--- src/gtl_pkg.sv ---
// Shared types, byte codes and the Greek-to-Latin lookup table.
// Used by the front end, the job queue and the output sequencer.
package gtl_pkg;

  localparam logic [7:0] NUL        = 8'h00;
  localparam logic [7:0] TBL_BASE   = 8'd182;

  // Letters that may be held back or that merge with a held letter
  localparam logic [7:0] BYTE_N_LO  = 8'd237;
  localparam logic [7:0] BYTE_N_UP  = 8'd205;
  localparam logic [7:0] BYTE_M_LO  = 8'd236;
  localparam logic [7:0] BYTE_M_UP  = 8'd204;
  localparam logic [7:0] BYTE_T_LO  = 8'd244;
  localparam logic [7:0] BYTE_T_UP  = 8'd212;
  localparam logic [7:0] BYTE_P_LO  = 8'd240;
  localparam logic [7:0] BYTE_P_UP  = 8'd208;

  localparam int unsigned JOB_CHARS = 4;

  // Lookup result: up to three characters, first in ch[0]
  typedef struct packed {
    logic [1:0]      len;
    logic [2:0][7:0] ch;
  } xlat_t;

  // One classified input: 1 to 4 characters to send, first in ch[0]
  typedef struct packed {
    logic [JOB_CHARS-1:0][7:0] ch;
    logic [2:0]                cnt;
  } job_t;

  function automatic xlat_t mk(logic [1:0] len, logic [7:0] c0, logic [7:0] c1,
                               logic [7:0] c2);
    xlat_t r;
    r.len   = len;
    r.ch[0] = c0;
    r.ch[1] = c1;
    r.ch[2] = c2;
    return r;
  endfunction

  // Map one byte to its Latin string; holes and 255 map to nothing
  function automatic xlat_t xlat_lookup(logic [7:0] b);
    xlat_t r;
    if (b < TBL_BASE) begin
      r = mk(2'd1, b, NUL, NUL);
    end else begin
      case (b)
        8'd182: r = mk(2'd2, "'", "A", NUL);
        8'd184: r = mk(2'd2, "'", "E", NUL);
        8'd185: r = mk(2'd2, "'", "H", NUL);
        8'd186: r = mk(2'd2, "'", "I", NUL);
        8'd188: r = mk(2'd2, "'", "O", NUL);
        8'd190: r = mk(2'd2, "'", "Y", NUL);
        8'd191: r = mk(2'd2, "'", "W", NUL);
        8'd192: r = mk(2'd3, "i", "\"", "'");
        8'd193: r = mk(2'd1, "A", NUL, NUL);
        8'd194: r = mk(2'd1, "V", NUL, NUL);
        8'd195: r = mk(2'd1, "G", NUL, NUL);
        8'd196: r = mk(2'd1, "D", NUL, NUL);
        8'd197: r = mk(2'd1, "E", NUL, NUL);
        8'd198: r = mk(2'd1, "Z", NUL, NUL);
        8'd199: r = mk(2'd1, "H", NUL, NUL);
        8'd200: r = mk(2'd1, "8", NUL, NUL);
        8'd201: r = mk(2'd1, "I", NUL, NUL);
        8'd202: r = mk(2'd1, "K", NUL, NUL);
        8'd203: r = mk(2'd1, "L", NUL, NUL);
        8'd204: r = mk(2'd1, "M", NUL, NUL);
        8'd205: r = mk(2'd1, "N", NUL, NUL);
        8'd206: r = mk(2'd2, "K", "S", NUL);
        8'd207: r = mk(2'd1, "O", NUL, NUL);
        8'd208: r = mk(2'd1, "P", NUL, NUL);
        8'd209: r = mk(2'd1, "R", NUL, NUL);
        8'd211: r = mk(2'd1, "S", NUL, NUL);
        8'd212: r = mk(2'd1, "T", NUL, NUL);
        8'd213: r = mk(2'd1, "Y", NUL, NUL);
        8'd214: r = mk(2'd1, "F", NUL, NUL);
        8'd215: r = mk(2'd1, "X", NUL, NUL);
        8'd216: r = mk(2'd2, "P", "S", NUL);
        8'd217: r = mk(2'd1, "W", NUL, NUL);
        8'd218: r = mk(2'd2, "I", "\"", NUL);
        8'd219: r = mk(2'd2, "Y", "\"", NUL);
        8'd220: r = mk(2'd2, "a", "'", NUL);
        8'd221: r = mk(2'd2, "e", "'", NUL);
        8'd222: r = mk(2'd2, "h", "'", NUL);
        8'd223: r = mk(2'd2, "i", "'", NUL);
        8'd224: r = mk(2'd3, "y", "\"", "'");
        8'd225: r = mk(2'd1, "a", NUL, NUL);
        8'd226: r = mk(2'd1, "v", NUL, NUL);
        8'd227: r = mk(2'd1, "g", NUL, NUL);
        8'd228: r = mk(2'd1, "d", NUL, NUL);
        8'd229: r = mk(2'd1, "e", NUL, NUL);
        8'd230: r = mk(2'd1, "z", NUL, NUL);
        8'd231: r = mk(2'd1, "h", NUL, NUL);
        8'd232: r = mk(2'd1, "8", NUL, NUL);
        8'd233: r = mk(2'd1, "i", NUL, NUL);
        8'd234: r = mk(2'd1, "k", NUL, NUL);
        8'd235: r = mk(2'd1, "l", NUL, NUL);
        8'd236: r = mk(2'd1, "m", NUL, NUL);
        8'd237: r = mk(2'd1, "n", NUL, NUL);
        8'd238: r = mk(2'd2, "k", "s", NUL);
        8'd239: r = mk(2'd1, "o", NUL, NUL);
        8'd240: r = mk(2'd1, "p", NUL, NUL);
        8'd241: r = mk(2'd1, "r", NUL, NUL);
        8'd242: r = mk(2'd1, "s", NUL, NUL);
        8'd243: r = mk(2'd1, "s", NUL, NUL);
        8'd244: r = mk(2'd1, "t", NUL, NUL);
        8'd245: r = mk(2'd1, "y", NUL, NUL);
        8'd246: r = mk(2'd1, "f", NUL, NUL);
        8'd247: r = mk(2'd1, "x", NUL, NUL);
        8'd248: r = mk(2'd2, "p", "s", NUL);
        8'd249: r = mk(2'd1, "w", NUL, NUL);
        8'd250: r = mk(2'd2, "i", "\"", NUL);
        8'd251: r = mk(2'd2, "y", "\"", NUL);
        8'd252: r = mk(2'd2, "o", "'", NUL);
        8'd253: r = mk(2'd2, "y", "'", NUL);
        8'd254: r = mk(2'd2, "w", "'", NUL);
        default: r = mk(2'd0, NUL, NUL, NUL);
      endcase
    end
    return r;
  endfunction

endpackage

--- src/gtl_queue.sv ---
// Two-entry job queue between front end and output sequencer.
// Depends on gtl_pkg for the job type.
module gtl_queue (
  input  logic          clk_i,
  input  logic          rst_ni,
  input  logic          push_i,
  input  gtl_pkg::job_t push_job_i,
  output logic          ready_o,
  input  logic          pop_i,
  output logic          valid_o,
  output gtl_pkg::job_t pop_job_o
);

  gtl_pkg::job_t mem_q [2];
  logic          wr_ptr_q, rd_ptr_q;
  logic [1:0]    cnt_q;

  assign ready_o   = (cnt_q != 2'd2);
  assign valid_o   = (cnt_q != 2'd0);
  assign pop_job_o = mem_q[rd_ptr_q];

  // Store pushed jobs
  always_ff @(posedge clk_i) begin
    if (push_i) begin
      mem_q[wr_ptr_q] <= push_job_i;
    end
  end

  // Advance pointers and fill count
  always_ff @(posedge clk_i or negedge rst_ni) begin
    if (!rst_ni) begin
      wr_ptr_q <= 1'b0;
      rd_ptr_q <= 1'b0;
      cnt_q    <= 2'd0;
    end else begin
      if (push_i) begin
        wr_ptr_q <= ~wr_ptr_q;
      end
      if (pop_i) begin
        rd_ptr_q <= ~rd_ptr_q;
      end
      cnt_q <= cnt_q + {1'b0, push_i} - {1'b0, pop_i};
    end
  end

  a_no_overflow: assert property (@(posedge clk_i) disable iff (!rst_ni)
    cnt_q != 2'd3)
    else $error("job queue count out of range");

  a_no_underflow: assert property (@(posedge clk_i) disable iff (!rst_ni)
    pop_i |-> cnt_q != 2'd0)
    else $error("job queue popped while empty");

  a_no_push_full: assert property (@(posedge clk_i) disable iff (!rst_ni)
    push_i |-> cnt_q != 2'd2)
    else $error("job queue pushed while full");

endmodule

--- config.mk ---
export PLATFORM = sky130hd
export DESIGN_NAME = gtl_queue
export DESIGN_NICKNAME = d
export VERILOG_FILES = /design/src/gtl_pkg.sv /design/src/gtl_queue.sv
export SDC_FILE = /design/constraint.sdc
export NUM_CORES = 1
export LEC_CHECK = 0
export BUFFER_PORTS_ARGS = -buffer_cell sky130_fd_sc_hd__clkbuf_2
export CAP_MARGIN = 40
export CORE_MARGIN = 4
export CORE_UTILIZATION = 41
export DETAILED_ROUTE_END_ITERATION = 12
export PLACE_DENSITY = 0.69
export SLEW_MARGIN = 20
export SYNTH_ARGS = -nofsm -noshare
export SYNTH_HDL_FRONTEND = slang
export SYNTH_SLANG_ARGS = --single-unit
--- constraint.sdc ---
create_clock -name clk_i -period 2.9 [get_ports clk_i]
set_input_delay 0.87 -clock clk_i [delete_from_list [all_inputs] [get_ports clk_i]]
set_output_delay 0.87 -clock clk_i [all_outputs]
set_load 0.01 [all_outputs]
==> results.sh <==
export IMPL_outcome="complete, no violations"
export IMPL_cp_cell_sequence="buf_12 > mux2_4 > clkbuf_2"
export IMPL_maxSlewHeadroom=0.596
export IMPL_hold_buffers=0
export IMPL_drtPass1Iterations=4
export IMPL_postCtsResizedCells=0
export IMPL_route_vias_total=1384
export IMPL_critical_path_startpoint_type="flop"
export IMPL_grt_antenna_before_repair=0
export IMPL_maximum_root_to_sink_buffer_count=2
export IMPL_layout_nets=250
export IMPL_cts_inserted_buffers=9
export IMPL_die_span_in_y_um=91.7
export IMPL_finalCritPeriodShare=0.922
export IMPL_fin_skew_ns=0.00765
export IMPL_overall_die_area_um2=8420
export IMPL_distinct_cell_type_count_of_the_synthesized_netlist=14
export IMPL_crit_path_top_delay_cell="dfrtp_2"
export IMPL_dr_first_iter_drc_count=49
export IMPL_floorplan_rows=30
export IMPL_power_leakage_nw=1.45
export IMPL_cts_root_buffer_cell="clkbuf_8"
export IMPL_clock_tree_htree_level_count=3
export IMPL_ys_warnings_count=0
export IMPL_drv_max_cap_violation_count=0
export IMPL_maximum_number_of_pins_on_one_net_before_global_route_repair=36
export IMPL_postCtsSetupBuffers=0
export IMPL_final_setup_viol_count=0
export IMPL_layout_setup_ws_ns=0.225
export IMPL_portBuffers=75
export IMPL_fmax_ghz=0.374
export IMPL_post_synth_cell_area_avg_um2=23.2
export IMPL_finalHoldViolCount=0
export IMPL_worst_r2r_setup_slack_ns=1.53
export IMPL_synth_yosys_seq_area_share=0.766
export IMPL_clock_sinks=74
export IMPL_utilization=0.518
export IMPL_antenna_cells=0
export IMPL_layout_commonest_cell="clkbuf_2"
export IMPL_post_synthesis_to_final_layout_area_growth_pct=22.3
export IMPL_syn_cell_area_um2=2880
export IMPL_cp_data_required_time_ns=2.03
export IMPL_gp_congestion=0.636
export IMPL_cp_data_arrival_time_ns=1.80
export IMPL_syn_num_nets=165
export IMPL_drt_wirelength_per_cell_um=15.6
export IMPL_timing_setup_tns_ns=0
export IMPL_commonest_cells_after_routing_fill_and_taps_aside="75 x clkbuf_2, 70 x edfxtp_1, 29 x mux2_4"
export IMPL_worstRegToRegCells=2
export IMPL_ys_seq_elements=74
export IMPL_floorplan_die_width_um=91.7
export IMPL_tritoncts_clock_tree="done"
export IMPL_totalWireLength_um=4800
export IMPL_worstReg2RegEnd="mem_q[1][3]"
export IMPL_grt_pass1_vias=1521
export IMPL_syn_instance_count=124
export IMPL_critical_path_max_stage_delay_ns=0.76
export IMPL_cp_end_kind="output port"
export IMPL_grt_ovfl_total=0
export IMPL_layout_cells_non_filler=308
export IMPL_drc=0
export IMPL_gr_usage_all_layers=0.122
export IMPL_detailedPlace_worstSlack_ns=0.539
export IMPL_grt_setup_unrepaired="false"
export IMPL_clk_insertion_delay_late_ns=0.33
export IMPL_dp_cell_count=294
export IMPL_fp_coreArea_um2=6790
export IMPL_path_clk_slew_ns=0.07
export IMPL_cp_class="flop to output port"
export IMPL_route_detailed_vias_per_inst=4.49
export IMPL_final_max_slew_viol_count=0
export IMPL_ant_nets=0
export IMPL_critical_path_reg2reg_startpoint="wr_ptr_q"
export IMPL_grt_pass1_wl_um=7620
export IMPL_critPathBufInv=2
export IMPL_vdd_ir_drop_max_mv=0.549
export IMPL_worstPathMaxFanout=20
export IMPL_drive_above_1_share=0.613
export IMPL_floorplan_initialDensity=0.423
export IMPL_finalHoldWorstSlack_ns=0.341
export IMPL_path_delay_family="flip-flops"
export IMPL_min_delay_path_class="primary input to asynchronous set/reset pin"
export IMPL_worstMarginPinSlew_ns=0.607
export IMPL_detailedPlacementHpwl_um=3240
export IMPL_finalWorstPathRequiredPeriod_ns=2.67
export IMPL_num_io_pins=76
export IMPL_cell_pwr_density_nw_per_um2=941
## cells by family (layout without fill, tap and decap cells)
family | after synthesis | in the layout | share of synthesized area
AND/OR/NAND/NOR | 4 | 4 | 0.00871
flip-flops | 74 | 74 | 0.766
adder cells (fa/ha/maj) | 2 | 2 | 0.00870
buffers and inverters | 6 | 94 | 0.0274
multiplexers | 35 | 35 | 0.175
XOR/XNOR | 3 | 3 | 0.0144
## cell type report
cell class              instances  area (µm²)
flip-flops and latches         74        2200
multi-input cells              44         603
fillers                       576        3280
repair buffers                 78         410
well taps                      96         120
clock inverters                 4        45.0
inverters                       2        7.51
clock buffers                  10         128
## cell usage after synthesis, drive strengths merged
cell type | instances | area (µm²)
dfrtp | 4 | 100
and2 | 1 | 6.26
or2 | 1 | 6.26
inv | 2 | 7.51
ha | 2 | 25.0
buf | 4 | 71.3
xor3 | 1 | 23.8
edfxtp | 70 | 2100
xor2 | 2 | 17.5
nor2b | 1 | 6.26
mux2 | 35 | 503
nand2b | 1 | 6.26
## registers in the layout, indices dropped and copies added, names as in the netlist
signal    cells
mem_q        70
rd_ptr_q      1
cnt_q         2
wr_ptr_q      1
## stage by stage
step | area, µm² | power [W]
finish | 3520 | 0.00331
global route | 3520 | 0.00349
CTS | 3520 | 0.00337
detailed placement | 3340 | 0.00265
global placement | 3340 | 0.00262
floorplan | 2880 | 0.00234
## where the power goes
part           switching [W]  internal, W  total (W)
logic               0.000465     0.000572    0.00104
clock network       0.000330     0.000384   0.000714
registers           0.000136      0.00142    0.00156
## how the worst max path moves through the flow
stage / to / startpoint / cells after the start
2_1_floorplan: mem_q[0][0] / push_i / 1
3_3_place_gp: pop_job_o[33] / rd_ptr_q / 3
3_5_place_dp: pop_job_o[10] / rd_ptr_q / 3
4_1_cts: pop_job_o[10] / rd_ptr_q / 3
5_1_grt: pop_job_o[28] / rd_ptr_q / 3
6_report: pop_job_o[10] / rd_ptr_q / 3
## per-layer routing
metal	track usage	vias up	share of wire
li1	-	647	-
met1	0.141	679	0.42
met2	0.194	48	0.48
met3	0.0410	10	0.078
met4	0.0743	0	0.021
met5	0	-	0
(Power assumes the default switching activity.)
