### src/gtl_pkg.sv
// Shared types, byte codes and the Greek-to-Latin lookup table.
// Used by the front end, the job queue and the output sequencer.
package gtl_pkg;

  localparam logic [7:0] NUL        = 8'h00;
  localparam logic [7:0] TBL_BASE   = 8'd182;

  // Letters that may be held back or that merge with a held letter
  localparam logic [7:0] BYTE_N_LO  = 8'd237;
  localparam logic [7:0] BYTE_N_UP  = 8'd205;
  localparam logic [7:0] BYTE_M_LO  = 8'd236;
  localparam logic [7:0] BYTE_M_UP  = 8'd204;
  localparam logic [7:0] BYTE_T_LO  = 8'd244;
  localparam logic [7:0] BYTE_T_UP  = 8'd212;
  localparam logic [7:0] BYTE_P_LO  = 8'd240;
  localparam logic [7:0] BYTE_P_UP  = 8'd208;

  localparam int unsigned JOB_CHARS = 4;

  // Lookup result: up to three characters, first in ch[0]
  typedef struct packed {
    logic [1:0]      len;
    logic [2:0][7:0] ch;
  } xlat_t;

  // One classified input: 1 to 4 characters to send, first in ch[0]
  typedef struct packed {
    logic [JOB_CHARS-1:0][7:0] ch;
    logic [2:0]                cnt;
  } job_t;

  function automatic xlat_t mk(logic [1:0] len, logic [7:0] c0, logic [7:0] c1,
                               logic [7:0] c2);
    xlat_t r;
    r.len   = len;
    r.ch[0] = c0;
    r.ch[1] = c1;
    r.ch[2] = c2;
    return r;
  endfunction

  // Map one byte to its Latin string; holes and 255 map to nothing
  function automatic xlat_t xlat_lookup(logic [7:0] b);
    xlat_t r;
    if (b < TBL_BASE) begin
      r = mk(2'd1, b, NUL, NUL);
    end else begin
      case (b)
        8'd182: r = mk(2'd2, "'", "A", NUL);
        8'd184: r = mk(2'd2, "'", "E", NUL);
        8'd185: r = mk(2'd2, "'", "H", NUL);
        8'd186: r = mk(2'd2, "'", "I", NUL);
        8'd188: r = mk(2'd2, "'", "O", NUL);
        8'd190: r = mk(2'd2, "'", "Y", NUL);
        8'd191: r = mk(2'd2, "'", "W", NUL);
        8'd192: r = mk(2'd3, "i", "\"", "'");
        8'd193: r = mk(2'd1, "A", NUL, NUL);
        8'd194: r = mk(2'd1, "V", NUL, NUL);
        8'd195: r = mk(2'd1, "G", NUL, NUL);
        8'd196: r = mk(2'd1, "D", NUL, NUL);
        8'd197: r = mk(2'd1, "E", NUL, NUL);
        8'd198: r = mk(2'd1, "Z", NUL, NUL);
        8'd199: r = mk(2'd1, "H", NUL, NUL);
        8'd200: r = mk(2'd1, "8", NUL, NUL);
        8'd201: r = mk(2'd1, "I", NUL, NUL);
        8'd202: r = mk(2'd1, "K", NUL, NUL);
        8'd203: r = mk(2'd1, "L", NUL, NUL);
        8'd204: r = mk(2'd1, "M", NUL, NUL);
        8'd205: r = mk(2'd1, "N", NUL, NUL);
        8'd206: r = mk(2'd2, "K", "S", NUL);
        8'd207: r = mk(2'd1, "O", NUL, NUL);
        8'd208: r = mk(2'd1, "P", NUL, NUL);
        8'd209: r = mk(2'd1, "R", NUL, NUL);
        8'd211: r = mk(2'd1, "S", NUL, NUL);
        8'd212: r = mk(2'd1, "T", NUL, NUL);
        8'd213: r = mk(2'd1, "Y", NUL, NUL);
        8'd214: r = mk(2'd1, "F", NUL, NUL);
        8'd215: r = mk(2'd1, "X", NUL, NUL);
        8'd216: r = mk(2'd2, "P", "S", NUL);
        8'd217: r = mk(2'd1, "W", NUL, NUL);
        8'd218: r = mk(2'd2, "I", "\"", NUL);
        8'd219: r = mk(2'd2, "Y", "\"", NUL);
        8'd220: r = mk(2'd2, "a", "'", NUL);
        8'd221: r = mk(2'd2, "e", "'", NUL);
        8'd222: r = mk(2'd2, "h", "'", NUL);
        8'd223: r = mk(2'd2, "i", "'", NUL);
        8'd224: r = mk(2'd3, "y", "\"", "'");
        8'd225: r = mk(2'd1, "a", NUL, NUL);
        8'd226: r = mk(2'd1, "v", NUL, NUL);
        8'd227: r = mk(2'd1, "g", NUL, NUL);
        8'd228: r = mk(2'd1, "d", NUL, NUL);
        8'd229: r = mk(2'd1, "e", NUL, NUL);
        8'd230: r = mk(2'd1, "z", NUL, NUL);
        8'd231: r = mk(2'd1, "h", NUL, NUL);
        8'd232: r = mk(2'd1, "8", NUL, NUL);
        8'd233: r = mk(2'd1, "i", NUL, NUL);
        8'd234: r = mk(2'd1, "k", NUL, NUL);
        8'd235: r = mk(2'd1, "l", NUL, NUL);
        8'd236: r = mk(2'd1, "m", NUL, NUL);
        8'd237: r = mk(2'd1, "n", NUL, NUL);
        8'd238: r = mk(2'd2, "k", "s", NUL);
        8'd239: r = mk(2'd1, "o", NUL, NUL);
        8'd240: r = mk(2'd1, "p", NUL, NUL);
        8'd241: r = mk(2'd1, "r", NUL, NUL);
        8'd242: r = mk(2'd1, "s", NUL, NUL);
        8'd243: r = mk(2'd1, "s", NUL, NUL);
        8'd244: r = mk(2'd1, "t", NUL, NUL);
        8'd245: r = mk(2'd1, "y", NUL, NUL);
        8'd246: r = mk(2'd1, "f", NUL, NUL);
        8'd247: r = mk(2'd1, "x", NUL, NUL);
        8'd248: r = mk(2'd2, "p", "s", NUL);
        8'd249: r = mk(2'd1, "w", NUL, NUL);
        8'd250: r = mk(2'd2, "i", "\"", NUL);
        8'd251: r = mk(2'd2, "y", "\"", NUL);
        8'd252: r = mk(2'd2, "o", "'", NUL);
        8'd253: r = mk(2'd2, "y", "'", NUL);
        8'd254: r = mk(2'd2, "w", "'", NUL);
        default: r = mk(2'd0, NUL, NUL, NUL);
      endcase
    end
    return r;
  endfunction

endpackage

### src/gtl_back.sv
// Output sequencer: takes jobs from the queue and sends their characters
// one per cycle while the output is taken, through an output register. Depends on gtl_pkg.
module gtl_back (
  input  logic          clk_i,
  input  logic          rst_ni,
  input  logic          q_valid_i,
  input  gtl_pkg::job_t q_job_i,
  output logic          q_pop_o,
  output logic          out_valid_o,
  input  logic          out_ready_i,
  output logic [7:0]    out_char_o,
  output logic          last_o
);

  gtl_pkg::job_t cur_q;
  logic          cur_vld_q;
  logic [1:0]    idx_q;
  logic          out_vld_q, last_q;
  logic [7:0]    char_q;
  logic          fire, fin;

  assign fire    = cur_vld_q && (!out_vld_q || out_ready_i);
  assign fin     = fire && ({1'b0, idx_q} == (cur_q.cnt - 3'd1));
  assign q_pop_o = q_valid_i && (!cur_vld_q || fin);

  assign out_valid_o = out_vld_q;
  assign out_char_o  = char_q;
  assign last_o      = last_q;

  // Hold the current job and step through its characters
  always_ff @(posedge clk_i or negedge rst_ni) begin
    if (!rst_ni) begin
      cur_vld_q <= 1'b0;
      idx_q     <= 2'd0;
    end else if (q_pop_o) begin
      cur_vld_q <= 1'b1;
      idx_q     <= 2'd0;
    end else if (fin) begin
      cur_vld_q <= 1'b0;
    end else if (fire) begin
      idx_q <= idx_q + 2'd1;
    end
  end

  always_ff @(posedge clk_i) begin
    if (q_pop_o) begin
      cur_q <= q_job_i;
    end
  end

  // Load the output word, drop it once taken
  always_ff @(posedge clk_i or negedge rst_ni) begin
    if (!rst_ni) begin
      out_vld_q <= 1'b0;
    end else if (fire) begin
      out_vld_q <= 1'b1;
    end else if (out_ready_i) begin
      out_vld_q <= 1'b0;
    end
  end

  always_ff @(posedge clk_i) begin
    if (fire) begin
      char_q <= cur_q.ch[idx_q];
      last_q <= fin;
    end
  end

  a_cnt_nonzero: assert property (@(posedge clk_i) disable iff (!rst_ni)
    cur_vld_q |-> (cur_q.cnt != 3'd0 && cur_q.cnt <= 3'd4))
    else $error("current job has no characters");

  a_step: assert property (@(posedge clk_i) disable iff (!rst_ni)
    (fire && !fin) |=> (cur_vld_q && idx_q == $past(idx_q) + 2'd1))
    else $error("character index did not advance");

  a_pop_start: assert property (@(posedge clk_i) disable iff (!rst_ni)
    q_pop_o |=> (cur_vld_q && idx_q == 2'd0))
    else $error("new job did not start at first character");

endmodule

### config.mk
export PLATFORM = sky130hd
export DESIGN_NAME = gtl_back
export DESIGN_NICKNAME = d
export VERILOG_FILES = /design/src/gtl_pkg.sv /design/src/gtl_back.sv
export SDC_FILE = /design/constraint.sdc
export NUM_CORES = 1
export LEC_CHECK = 0
export BUFFER_PORTS_ARGS = -buffer_cell sky130_fd_sc_hd__buf_2
export CORE_UTILIZATION = 50
export DETAILED_ROUTE_END_ITERATION = 6
export GPL_ROUTABILITY_DRIVEN = 0
export PLACE_DENSITY = 0.77
export SKIP_CTS_REPAIR_TIMING = 1
export SLEW_MARGIN = 10
export SYNTH_ARGS = -nofsm -noshare
export SYNTH_HDL_FRONTEND = slang
export SYNTH_SLANG_ARGS = --single-unit
export TNS_END_PERCENT = 5
### constraint.sdc
create_clock -name clk_i -period 6.7 [get_ports clk_i]
set_clock_uncertainty 0.1 [all_clocks]
set_input_delay 0.335 -clock clk_i [delete_from_list [all_inputs] [get_ports clk_i]]
set_output_delay 0.335 -clock clk_i [all_outputs]
set_load 0.01 [all_outputs]
==> reports/results.ini <==
[status]
status = complete, no violations

[pwr]
irDropWorstVdd_mv = 0.1504
leakage_nw = 0.8019
power_mw = 0.7338
p_per_area_mw_per_mm2 = 339.2

[synth]
synth_cells = 86
avgSynthCellArea_sq_um = 21.30
synth_warnings = 0
yosysUniqueCellTypes = 29
yosysTopAreaCellShare_pct = 72.13
ys_ff_latch = 48
synth_top_area_cell = edfxtp_1
syn-num-nets = 126
synth_area_sq_mm = 0.001832
seq_area_frac_synth_pct = 77.60
synthTopCellsByArea = edfxtp_1 72%, mux4_2 9.8%, dfrtp_1 5.5%, nor3b_1 1.2%, xor2_2 0.89%

[routing]
drtIter0Drc = 28
drt_wl_total_mm = 2.917
ant_nets = 0
wl_per_cell_um = 15.68
avgViaCountPerCell = 5.124
vias = 953
first_pass_iters = 4
drc = 0

[critical_path]
slowest_delay_ns = 0.62
cp_data_required_time_ns = 6.26
crit_path_cell_trace = inv_1 > ha_1 > xor2_1 > nand3_2 > o21ai_0 > and2_1 > buf_2
cp.arrival_ns = 2.61
crit_path_end_kind = primary output
cp_slowest_cell = and2_1
critPathMaxFanout = 17
cp_top_family = simple AND/OR/NAND/NOR gates
startpoint_type = register
crit_type = register to primary output
critPathBufInv = 2

[clock_tree]
clock_path_buffers = 2
htree_levels = 2
cts_buffers = 5
cts.sinks = 48
clkSlewWorstSetupHoldPaths_ns = 0.12
cts_tree = built
clock_latency_ns = 0.35
cts_root_buffer = clkbuf_4

[global_routing]
grt_pass1_vias = 1002
grt_remaining_overflow = 0
grt_usage_pct = 16.73
antenna_found_initial = 0
grt_max_degree = 21
grt_pass1_wl_mm = 4.678

[timing]
whs_ns = 0.04994
finalCriticalPeriod_ns = 3.046
max_slew_margin_pct = 38.12
worstMarginPinSlew_ns = 0.9263
hold_viol = 0
period_share_pct = 45.46
grt_setup_unrepaired = false
setup-tns-final_ns = 0
fmaxAchievable_mhz = 328.3
slew_violations = 0
setup_viol = 0

[cells_and_area]
multi_input_area_sq_um = 361.6
fillers = 250
syn_to_final_growth_pct = 18.10
final_cell_area_sq_mm = 0.002163
drive_gt1_share_pct = 48.57
seqCellArea_sq_mm = 0.001421
nets = 179
num_antenna_cells = 0

[floorplan]
design.core.area_sq_mm = 0.003416
die_area_sq_mm = 0.003909
num_rows = 21
die_w_um = 62.53
die_y_um = 62.53
initial_core_util_pct = 53.63
io_pins = 50

[place]
placed_cell_area_sq_mm = 0.002101
dp_hpwl_mm = 2.047
io_buffers = 49

[min_path]
hold_class = primary input to register

[job]
maxCapViolations = 0

==> flip-flops by register name (all words and copies together), names as in the netlist <==
register	cells
out_valid_o	1
cur_q	35
last_o	1
cur_vld_q	1
out_char_o	8
idx_q	2
==> layer usage <==
layer	share of wire, %	global-route usage (%)	vias up
met4	1.8	8.721	0
met5	0	0	-
met3	5.7	4.745	6
li1	-	-	447
met2	53	28.26	42
met1	40	19.35	458
==> cells in the final DEF, fill, tap and decap left out, types with 2 or more instances in the layout <==
cell / Yosys / final
buf_2: 0 / 49
clkbuf_4: 0 / 5
dfrtp_1: 4 / 4
edfxtp_1: 44 / 44
inv_1: 2 / 2
mux4_2: 8 / 8
nor2b_1: 2 / 2
nor3b_1: 3 / 3
==> layout make-up <==
| class | count | area share, % |
|---|---|---|
| sequential | 48 | 65.70 |
| multi-input combinational | 31 | 16.71 |
| inverter | 2 | 0.3470 |
| clock inverter | 2 | 0.5205 |
| tap | 46 | 2.661 |
| clock buffer | 6 | 1.909 |
| timing repair buffer | 51 | 12.15 |
==> synth_stat cells <==
cell type / instances
a311oi_1: 1
clkbuf_1: 1
or2_2: 1
o211ai_1: 1
edfxtp_1: 44
nor3b_1: 3
o21ai_0: 1
buf_4: 1
xnor2_1: 1
mux4_2: 8
a21oi_1: 1
a22o_1: 1
buf_6: 1
dfrtp_1: 4
and2b_2: 1
a21o_1: 1
nand2b_1: 1
xor2_1: 1
nand3_1: 1
clkbuf_2: 1
xor2_2: 1
ha_1: 1
clkbuf_8: 1
and2_1: 1
nand3_2: 1
or3b_1: 1
inv_1: 2
nor2b_1: 2
a31oi_1: 1
==> power by group <==
group | internal (mW) | leakage (nW) | switching, mW
Sequential | 0.397 | 0.448 | 0.0471
Clock | 0.0400 | 0.0259 | 0.0827
Combinational | 0.0949 | 0.328 | 0.0723
==> final timing paths <==
path,depth (start not counted),slack (ns),to,startpoint
setup / recovery,7,3.65,q_pop_o,cur_q[0]
hold / removal,1,0.05,cur_q[22],q_job_i[22]
setup reg to reg,7,3.88,cur_q[9],cur_q[0]
hold reg to reg,1,0.56,out_char_o[3],cur_q[22]
max in group asynchronous,2,6.17,idx_q[0],rst_ni
min in group asynchronous,2,0.21,cur_vld_q,rst_ni
==> logic make-up (layout without fill, tap and decap cells) <==
family	Yosys count	after routing	share of synthesized area [%]
AOI/OAI and AO/OA	7	7	2.664
adders and majority gates	1	1	0.6830
DFF	48	48	77.60
xor gates and xnor gates	3	3	1.845
buffers and inverters	7	61	2.664
muxes	8	8	9.836
and+or+nand+nor	12	12	4.714
==> metrics by stage <==
| stage | setup WS (ns) | utilization [%] | instances |
|---|---|---|---|
| floorplan | 4.017 | - | 86 |
| global placement | 3.972 | 61.50 | 177 |
| detailed placement | 3.855 | 61.50 | 177 |
| CTS | 3.591 | 63.04 | 185 |
| global route | 3.385 | 63.33 | 186 |
| finish | 3.654 | 63.33 | 186 |
Note: power is estimated with default switching activity, not from simulation.
